--- config.mk ---
export PLATFORM = sky130hd
export DESIGN_NAME = wsq_front
export DESIGN_NICKNAME = d
export VERILOG_FILES = /design/src/hdl/wsq_pkg.sv /design/src/hdl/wsq_front.sv
export SDC_FILE = /design/constraint.sdc
export NUM_CORES = 1
export LEC_CHECK = 0
export BUFFER_PORTS_ARGS = -buffer_cell sky130_fd_sc_hd__clkbuf_2
export CAP_MARGIN = 30
export CORE_MARGIN = 3
export CORE_UTILIZATION = 47
export DETAILED_ROUTE_END_ITERATION = 8
export PLACE_DENSITY = 0.76
export SETUP_SLACK_MARGIN = 0.02
export SLEW_MARGIN = 20
export SYNTH_ARGS = -nofsm -noshare
export SYNTH_HDL_FRONTEND = slang
export SYNTH_SLANG_ARGS = --single-unit
export TNS_END_PERCENT = 20
--- constraint.sdc ---
create_clock -name clock -period 2.62 [get_ports clock]
set_clock_uncertainty 0.1 [all_clocks]
set_input_delay 0.524 -clock clock [delete_from_list [all_inputs] [get_ports clock]]
set_output_delay 0.524 -clock clock [all_outputs]
set_load 0.1 [all_outputs]
--- src/hdl/wsq_pkg.sv ---
package wsq_pkg;

   localparam int QUEUE_DEPTH_DEF = 256;
   localparam int NUM_QUEUES_DEF  = 16;
   localparam int MAX_STEAL_DEF   = 16;

   localparam int ITEM_W  = 64;
   localparam int SEL_W   = 4;
   localparam int SEL_COUNT = 16;
   localparam int DEPTH_W = 9;
   localparam int LIMIT_W = 5;

   localparam logic [LIMIT_W-1:0] STEAL_LIMIT_RESET = 5'd4;

   // Entries of the command queue between the front and the back.
   localparam int CMD_FIFO_DEPTH = 2;

   typedef enum logic [1:0] {
      KIND_PUSH  = 2'd0,
      KIND_POP   = 2'd1,
      KIND_STEAL = 2'd2,
      KIND_CLEAR = 2'd3
   } kind_type;

   typedef enum logic [1:0] {
      STATUS_OK    = 2'd0,
      STATUS_EMPTY = 2'd1,
      STATUS_FULL  = 2'd2
   } status_type;

   typedef enum logic {
      BK_IDLE,
      BK_DATA
   } back_state_type;

   typedef struct packed {
      logic [1:0]        kind;
      logic [SEL_W-1:0]  queue_sel;
      logic [ITEM_W-1:0] push_item;
   } req_type;

   typedef struct packed {
      logic [ITEM_W-1:0]  out_item;
      status_type         status;
      logic               last;
      logic [DEPTH_W-1:0] depth_left;
      logic               work_hint;
   } rsp_type;

   // A classified command: the queue index is already wrapped into range.
   typedef struct packed {
      kind_type          kind;
      logic [SEL_W-1:0]  q;
      logic [ITEM_W-1:0] item;
   } cmd_type;

endpackage

--- src/hdl/wsq_front.sv ---
module wsq_front import wsq_pkg::*; #(
   parameter int NUM_QUEUES = NUM_QUEUES_DEF
) (
   input  logic    clock,
   input  logic    reset,
   input  logic    req_valid,
   output logic    req_ready,
   input  req_type req_data,
   output logic    cmd_valid,
   output cmd_type cmd_data,
   input  logic    cmd_pop
);

   localparam int PTR_W = (CMD_FIFO_DEPTH > 1) ? $clog2(CMD_FIFO_DEPTH) : 1;
   localparam int CNT_W = $clog2(CMD_FIFO_DEPTH + 1);

   logic [SEL_W-1:0] qmap [SEL_COUNT];

   // Queue selectors beyond the bank wrap around; the map is fixed at elaboration.
   for (genvar i = 0; i < SEL_COUNT; i++) begin : g_qmap
      localparam int QI = i % NUM_QUEUES;
      assign qmap[i] = SEL_W'(QI);
   end

   cmd_type          ent_ff [CMD_FIFO_DEPTH];
   cmd_type          ent_in;
   logic [PTR_W-1:0] wr_ptr_ff, wr_ptr_in;
   logic [PTR_W-1:0] rd_ptr_ff, rd_ptr_in;
   logic [CNT_W-1:0] count_ff, count_in;
   logic             push;
   logic             pop;

   always_comb begin
      ent_in.kind = kind_type'(req_data.kind);
      ent_in.q    = qmap[req_data.queue_sel];
      ent_in.item = req_data.push_item;
   end

   assign req_ready = (count_ff != CNT_W'(CMD_FIFO_DEPTH));
   assign cmd_valid = (count_ff != '0);
   assign cmd_data  = ent_ff[rd_ptr_ff];
   assign push      = req_valid && req_ready;
   assign pop       = cmd_pop && cmd_valid;

   always_comb begin
      wr_ptr_in = wr_ptr_ff;
      rd_ptr_in = rd_ptr_ff;
      count_in  = count_ff;
      if (push) begin
         wr_ptr_in = (wr_ptr_ff == PTR_W'(CMD_FIFO_DEPTH - 1)) ? '0 : wr_ptr_ff + 1'b1;
      end
      if (pop) begin
         rd_ptr_in = (rd_ptr_ff == PTR_W'(CMD_FIFO_DEPTH - 1)) ? '0 : rd_ptr_ff + 1'b1;
      end
      if (push && !pop) begin
         count_in = count_ff + 1'b1;
      end else if (pop && !push) begin
         count_in = count_ff - 1'b1;
      end
   end

   always_ff @(posedge clock) begin
      if (reset) begin
         wr_ptr_ff <= '0;
         rd_ptr_ff <= '0;
         count_ff  <= '0;
      end else begin
         wr_ptr_ff <= wr_ptr_in;
         rd_ptr_ff <= rd_ptr_in;
         count_ff  <= count_in;
      end
   end

   always_ff @(posedge clock) begin
      if (push) begin
         ent_ff[wr_ptr_ff] <= ent_in;
      end
   end

endmodule

Yosys cells after proc, flatten, opt, wreduce, memory -nomap -nowiden
Memory sizes are Yosys's and may differ from the RTL's. A register that Yosys moved wholly into a read port is not among the register bits.
Index checks and enable logic that the tools add are counted.
{"block": "totals", "ff_bits": 4, "ramBits": 140, "mem_bits_ro": 64, "input_bits": 74, "out_inout_bits": 72, "elab_cells": 30, "memories": 2}
{"name": "ent_ff", "words": 2, "width": 70, "rd": 1, "rd_clocked_by_memory_dff": 1, "wr": 1, "line": "wsq_front.sv:25", "text": "cmd_type ent_ff [CMD_FIFO_DEPTH];"}
{"name": "(no name shown)", "words": 16, "width": 4, "rd": 1, "rd_clocked_by_memory_dff": 0, "wr": 0, "line": "wsq_front.sv:35", "text": "ent_in.q = qmap[req_data.queue_sel];"}
{"block": "op_classes", "n_addsub": 4, "n_lt_le_gt_ge": 1, "eq_ne": 1, "muxes": 10, "bitwise": 1, "reduce_logical": 8}
{"op": "4-bit 2-to-1 mux", "n": 2}
{"op": "1-bit 2-to-1 mux", "n": 6}
{"op": "5-bit >= comparator (second input constant)", "n": 1}
{"op": "4-bit inverter with 5-bit output", "n": 1}
{"op": "1-bit logical AND", "n": 4}
{"op": "2-bit 2-to-1 mux", "n": 2}
{"op": "2-bit nonzero test", "n": 2}
{"op": "1-bit adder (second input constant)", "n": 2}
{"op": "2-bit by 1-bit adder with 2-bit output (second input constant)", "n": 1}
{"op": "1-bit zero test", "n": 2}
{"op": "2-bit != test (second input constant)", "n": 1}
{"op": "2-bit by 1-bit subtractor with 2-bit output (second input constant)", "n": 1}

Longest topological paths before layout
Gate-level depths: netlist of the first run.
{"block": "depth", "ltp_word": 6, "mapped_depth": 6, "ltp_nobuf": 6}

Least setup slack after synthesis of the first run
OpenSTA, ideal clock, no wires.
{"block": "synth_timing", "kind": "register -> register", "start": "register count_ff[0]", "end": "memory ent_ff[1][0] in the netlist's numbering, enable pin", "setup_ps": 436, "arrival_time_ps": 3055, "required_ps": 2084, "setup_slack_ps": -971, "stages_incl_launch_ff": 3, "path_buffers": 0, "synth_period_minus_slack_ps": 3591, "path_cell_list": "dfxtp_1 nand2b_1 and3_1"}
{"block": "synth_via", "elab_chain_cells": 4}
{"item": "from (decl)", "line": "wsq_front.sv:29", "text": "logic [CNT_W-1:0] count_ff, count_in;"}
{"item": "from (signal assigned)", "line": "wsq_front.sv:70", "text": "count_ff <= count_in;"}
{"item": "2-bit != test", "line": "wsq_front.sv:39", "text": "assign req_ready = (count_ff != CNT_W'(CMD_FIFO_DEPTH));"}
{"item": "net req_ready", "line": "wsq_front.sv:7", "text": "output logic req_ready,"}
{"item": "1-bit logical AND", "line": "wsq_front.sv:42", "text": "assign push = req_valid && req_ready;"}
{"item": "1-bit 2-to-1 mux", "line": "wsq_front.sv:75", "text": "if (push) begin"}
{"item": "1-bit 2-to-1 mux (not written as such)", "line": "wsq_front.sv:76", "text": "ent_ff[wr_ptr_ff] <= ent_in;"}
{"item": "to (decl)", "line": "wsq_front.sv:25"}
The timed path passes the listed nets, and every way through them passes these cells.

==> impl_results.md, run 1 <==
- Status: complete, no violations
- M2 GR Usage: 26.7%
- Area grow syn2layout: 30.1%
- Initial Util: 49.6%
- Remaining DRCs: 0
- Post-DP HPWL: 6310 um
- Pin count of the biggest net entering global routing: 50
- CP arrival: 1920 ps
- Crit path time final: 2540 ps
- DR iter-0 viols: 108
- Largest stage delay on the critical path: 380 ps
- Crit path kind: flop to primary output
- Post-synth EDFFs: 140
- TritonCTS sink count: 145
- Syn nets: 317
- WL final: 9410 um
- Seq/Total Area, Yosys: 81.9%
- CP delay by family, top: buffers and inverters
- RSZ-0062 raised after global routing: yes
- Final Wtd Congestion: 0.711
- Final setup TNS: 0 ps
- GR peak layer: met2
- Worst skew pair latency: 500 ps
- Worst slew pin tran: 562 ps
- Syn. warnings: 0
- Share of layout cells above drive strength 1: 60.8%
- CTS buffer count: 17
- CP Capture Type: primary output
- Distinct cells, synth: 17
- Post-synth top flop: edfxtp_1
- Avg Cell Area, Syn: 21.7 sq um
- Die span in x: 112 um
- Grt met1 use: 17.5%
- Tot GR Track Use: 15.6%
- FF-to-FF End: ent_ff[1][32]$_DFFE_PP_
- R2r setup slk: 850 ps
- FMAX: 0.394 GHz
- Via Count: 2,716
- Worst Reg-to-Reg Cells: 3
- Pre-antenna DRT Iters: 4
- CTS tree: yes
- WL per Instance: 17.0 um
- Grt total ovfl: 0
- Layout Nets: 479
- Part of the cycle the worst path needs: 96.9%
- Synth Cell Area: 0.00526 sq mm
- Clock-pin slew on the worst setup and hold paths: 60 ps
- R2r startpoint: count_ff[0]$_SDFFE_PP0P_
- Hold WC Path Type: input port to flop
- Global-route wire length before repair: 15,000 um
- Worst path bufs/invs: 2
- GR Layer Usage met3: 7.01%
- Die Span Y: 112 um
- WP data required: 2000 ps
- Top-count cell post-synth: edfxtp_1
- PortBufs: 145
- Rows: 37
- FF+latch count, synth: 145
- Post-Synthesis Cells: 242
- Synth top cells by count: 140 x edfxtp_1, 70 x mux2_2, 8 x buf_2
- WP depth: 3
- Root buffer cell: clkbuf_8
- Die Footprint: 0.0125 sq mm
- Crit path to: cmd_data[46]
- Synth top area share: 80.0%
- Post-DP Area: 0.00623 sq mm
- # diodes: 0
- Detail Route Antenna Nets: 0
- Clock Tree Buf Depth: 2
- Antenna violations before repair: 0
- Post-synth ARST share: 0%
- Yosys top cell by area: edfxtp_1
- Core Footprint: 0.0106 sq mm
- Layout filler cell count: 764
- # IOs: 146
- Final Cell Area: 0.00684 sq mm
- Max stage delay cell, worst path: mux2_2
- Crit path cell chain: buf_12 > mux2_2 > clkbuf_2
- Synth top area cells: edfxtp_1 80%, mux2_2 15%, dfxtp_1 1.9%, buf_2 0.76%, xor2_1 0.50%
- Final setup fails: 0
- Vias per cell: 4.92
- Htree depth: 4
- Maxcap violations: 0
- Crit path max fanout: 49
- Setup crit start kind: flop
- Vias in the first global route: 3,003
- Max-slew violation count: 0
- Max-Slew Margin vs Limit: 62.7%
- Final hold viol count: 0
-- how the worst min path moves through the flow --
| stage | from | to | slack (ps) | depth (start not counted) |
|---|---|---|---|---|
| floorplan | rd_ptr_ff$_SDFFE_PP0P_ | flop | 370 | 2 |
| global placement | rd_ptr_ff$_SDFFE_PP0P_ | rd_ptr_ff$_SDFFE_PP0P_ | 390 | 2 |
| detailed placement | rd_ptr_ff$_SDFFE_PP0P_ | flop | 440 | 2 |
| CTS | req_data[64] | ent_ff[0][64]$_DFFE_PP_ | 70 | 1 |
| global route | req_data[5] | ent_ff[0][5]$_DFFE_PP_ | 80 | 1 |
| finish | req_data[64] | ent_ff[0][64]$_DFFE_PP_ | 100 | 1 |
-- worst register-to-register path, stage by stage (launching register included) --
cell and delay [ps]:
dfxtp_1 420, nand2b_4 190, and3_4 470, buf_4 290
-- cells by family after synthesis --
| kind of cell | synth area share, % |
|---|---|
| compound gates | 0.571 |
| xor+xnor | 0.500 |
| fa+ha+maj | 0.238 |
| buf+inv | 0.833 |
| flops | 81.9 |
| mux | 15.0 |
| simple gates | 0.953 |
-- registers in the layout (all words and copies together), names as in the netlist, named ones only --
register,cells
wr_ptr_ff,1
count_ff,2
ent_ff,140
rd_ptr_ff,1
-- per-layer routing --
layer | part of all wire [%] | vias up | wire (um)
li1 | - | 1283 | -
met1 | 39 | 1320 | 3660
met2 | 52 | 103 | 4880
met3 | 8.2 | 10 | 769
met4 | 1.1 | 0 | 99
met5 | 0 | - | 0
-- placed cells by master, fill, tap and decap left out, drive strengths merged --
cell      instances
xor2              3
a21bo             1
mux2             70
clkinvlp          4
and3              1
or2               1
and2              1
nand2b            1
clkinv            5
o21ai             2
ha                1
bufinv            5
clkbuf          162
or3               1
edfxtp          140
nand3b            1
buf               7
nor2              3
dfxtp             5
a21oi             2
-- per-stage QoR --
step | hold slack, ps | setup slack, ps | cells | util [%]
after global placement | 386 | 609 | 521 | 58.7
after global routing | 75.2 | 18.3 | 552 | 64.5
after floorplan | 372 | 237 | 242 | -
final | 103 | 80.3 | 552 | 64.5
after CTS | 70.1 | 42.4 | 552 | 64.5
after detailed placement | 440 | 603 | 521 | 58.7
-- repair_timing --
item                                    4_1_cts  5_1_grt
setup buffers                                 0        0
endpoints found under the setup margin        0        4
resized for setup                             0        1
hold buffers                                  0        0
-- cell type report --
type | count | area (sq um) | share of cell area, %
Multi-Input combinational cell | 88 | 920 | 13.5
Tap cell | 136 | 170 | 2.49
Sequential cell | 145 | 4310 | 63.0
Clock buffer | 18 | 418 | 6.11
Timing Repair Buffer | 151 | 821 | 12.0
Clock inverter | 13 | 193 | 2.82
Inverter | 1 | 7.51 | 0.110
Power of run 1 is left out: the tool's default activity adds up to more than one toggle a clock period on the data nets, which glitch-free logic cannot reach.
==> run 2, diff against run 1 <==
CELL_PAD_IN_SITES_DETAIL_PLACEMENT = 2   (was unset)
CELL_PAD_IN_SITES_GLOBAL_PLACEMENT = 2   (was unset)
CORE_UTILIZATION = 34   (was 47)
PLACE_DENSITY = unset   (was 0.76)
PLACE_DENSITY_LB_ADDON = 0.1   (was unset)
==> impl_results.md, run 2 (synthesis gave the netlist of run 1 again) <==
- Status: complete, no violations
- Final setup fails: 0 (unchanged)
- Area grow syn2layout: 31.0%
- Worst slew pin tran: 581 ps (+18.9 ps)
- # diodes: 0 (unchanged)
- Grt total ovfl: 0 (unchanged)
- Final setup TNS: 0 ps (unchanged)
- Via Count: 2,734 (+0.66%)
- Die Span Y: 130 um (+17%)
- Post-CTS Hold Buffers: 0 (unchanged)
- Remaining DRCs: 0 (unchanged)
- Rows: 44 (+19%)
- WP data required: 2000 ps (about the same)
- Seq. cell area: 0.00431 sq mm (unchanged)
- FMAX: 0.402 GHz (+2.0%)
- CTS tree: yes
- Clock-pin slew on the worst setup and hold paths: 60 ps (about the same)
- Htree depth: 4 (unchanged)
- Crit path time final: 2490 ps (-50.2 ps)
- Post-DP HPWL: 7470 um (+18%)
- CTS-repair resized insts: 0 (unchanged)
- Die span in x: 130 um (+17%)
- TritonCTS sink count: 145 (unchanged)
- Initial Util: 35.5% (-14 points)
- Multi-input logic area: 920 sq um (unchanged)
- Final Wtd Congestion: 0.663 (-6.7%)
- Max-slew violation count: 0 (unchanged)
- Detail Route Antenna Nets: 0 (unchanged)
- Part of the cycle the worst path needs: 95.0% (-1.9 points)
- DR iter-0 viols: 132 (+22%)
- Layout Nets: 479 (unchanged)
- CP Capture Type: primary output
- Maxcap violations: 0 (unchanged)
- Setup crit start kind: flop
- # IOs: 146 (unchanged)
- Hold WC Path Type: input port to flop
- CP arrival: 1870 ps (-50 ps)
- Leading cell type in the layout, fill and taps excluded: clkbuf_2
- WL final: 11,100 um (+18%)
- Vias in the first global route: 3,113 (+3.7%)
- Layout filler cell count: 1,400 (+83%)
- Root buffer cell: clkbuf_16
- CTS buffer count: 17 (unchanged)
- Tot GR Track Use: 13.9% (-1.8 points)
- Global-route wire length before repair: 17,200 um (+14%)
- Max reg flops: 140 (unchanged)
- Worst skew pair latency: 420 ps (-80 ps)
- Vias per cell: 4.55 (-7.5%)
- Largest registers: ent_ff (140), count_ff (2)
- Clock Tree Buf Depth: 2 (unchanged)
- RSZ-0062 raised after global routing: no
- Pin count of the biggest net entering global routing: 47 (-6.0%)
- Crit path max fanout: 24 (-51%)
- Max-Slew Margin vs Limit: 61.4% (-1.3 points)
- Commonest cells after routing, fill and taps aside: 145 x clkbuf_2, 140 x edfxtp_1, 70 x mux2_2
- Share of layout cells above drive strength 1: 61.9% (+1.1 points)
- Post CTS Setup Buffer Count: 0 (unchanged)
- Die Footprint: 0.0170 sq mm (+36%)
- Final hold viol count: 0 (unchanged)
- Most flops, register: ent_ff
- WL per Instance: 18.5 um (+8.7%)
- Pre-antenna DRT Iters: 4 (unchanged)
- PortBufs: 145 (unchanged)
- Crit path kind: flop to primary output
- Antenna violations before repair: 0 (unchanged)
- Core Footprint: 0.0148 sq mm (+40%)
==> run 2: cell count changes in the layout (fill, tap and decap cells not counted), moves of 2 or more <==
cell       previous run  this run
buf_4                 2         4
clkinv_2              1         3
bufinv_16             5         3
clkinv_1              4         0
buf_12                4         2
clkbuf_8              1         5
==> run 2: per-stage QoR <==
step	utilization [%]	instances	instance area [sq um]	setup WS, ps	hold slack [ps]
after global routing	46.5	601	6890	45.1	170
after detailed placement	42.3	569	6260	530	446
final	46.5	601	6890	131	194
after CTS	46.5	601	6890	58.6	166
after floorplan	-	242	5270	237	372
after global placement	42.3	569	6260	563	389
==> run 2: routing by layer <==
metal | track usage (%) | up-vias | part of all wire [%]
li1 | - | 1286 | -
met1 | 16.3 | 1335 | 41
met2 | 21.6 | 102 | 49
met3 | 6.71 | 11 | 8.3
met4 | 6.05 | 0 | 1.5
met5 | 0 | - | 0
==> run 2: final timing paths <==
kind,to,slack (ps),cells past startpoint,start
worst max-delay path,cmd_data[38],130,3,flop
worst min-delay path,ent_ff[0][69]$_DFFE_PP_,190,1,req_data[69]
worst max register to register,ent_ff[0][16]$_DFFE_PP_,830,4,count_ff[0]$_SDFFE_PP0P_
worst min register to register,rd_ptr_ff$_SDFFE_PP0P_,450,2,rd_ptr_ff$_SDFFE_PP0P_
==> run 2: layout make-up <==
type	count	area share [%]
inverters	1	0.109
clock buffers	23	7.23
multi-input cells	88	13.4
flip-flops and latches	145	62.6
clock inverters	9	1.85
repair buffers	151	11.6
well taps	184	3.34
==> run 2: critical path: stages, from the launching register on <==
cell and delay, ps:
dfxtp_4 360, buf_4 310, mux2_2 390, clkbuf_2 370
Power of run 2 is left out for the same reason.
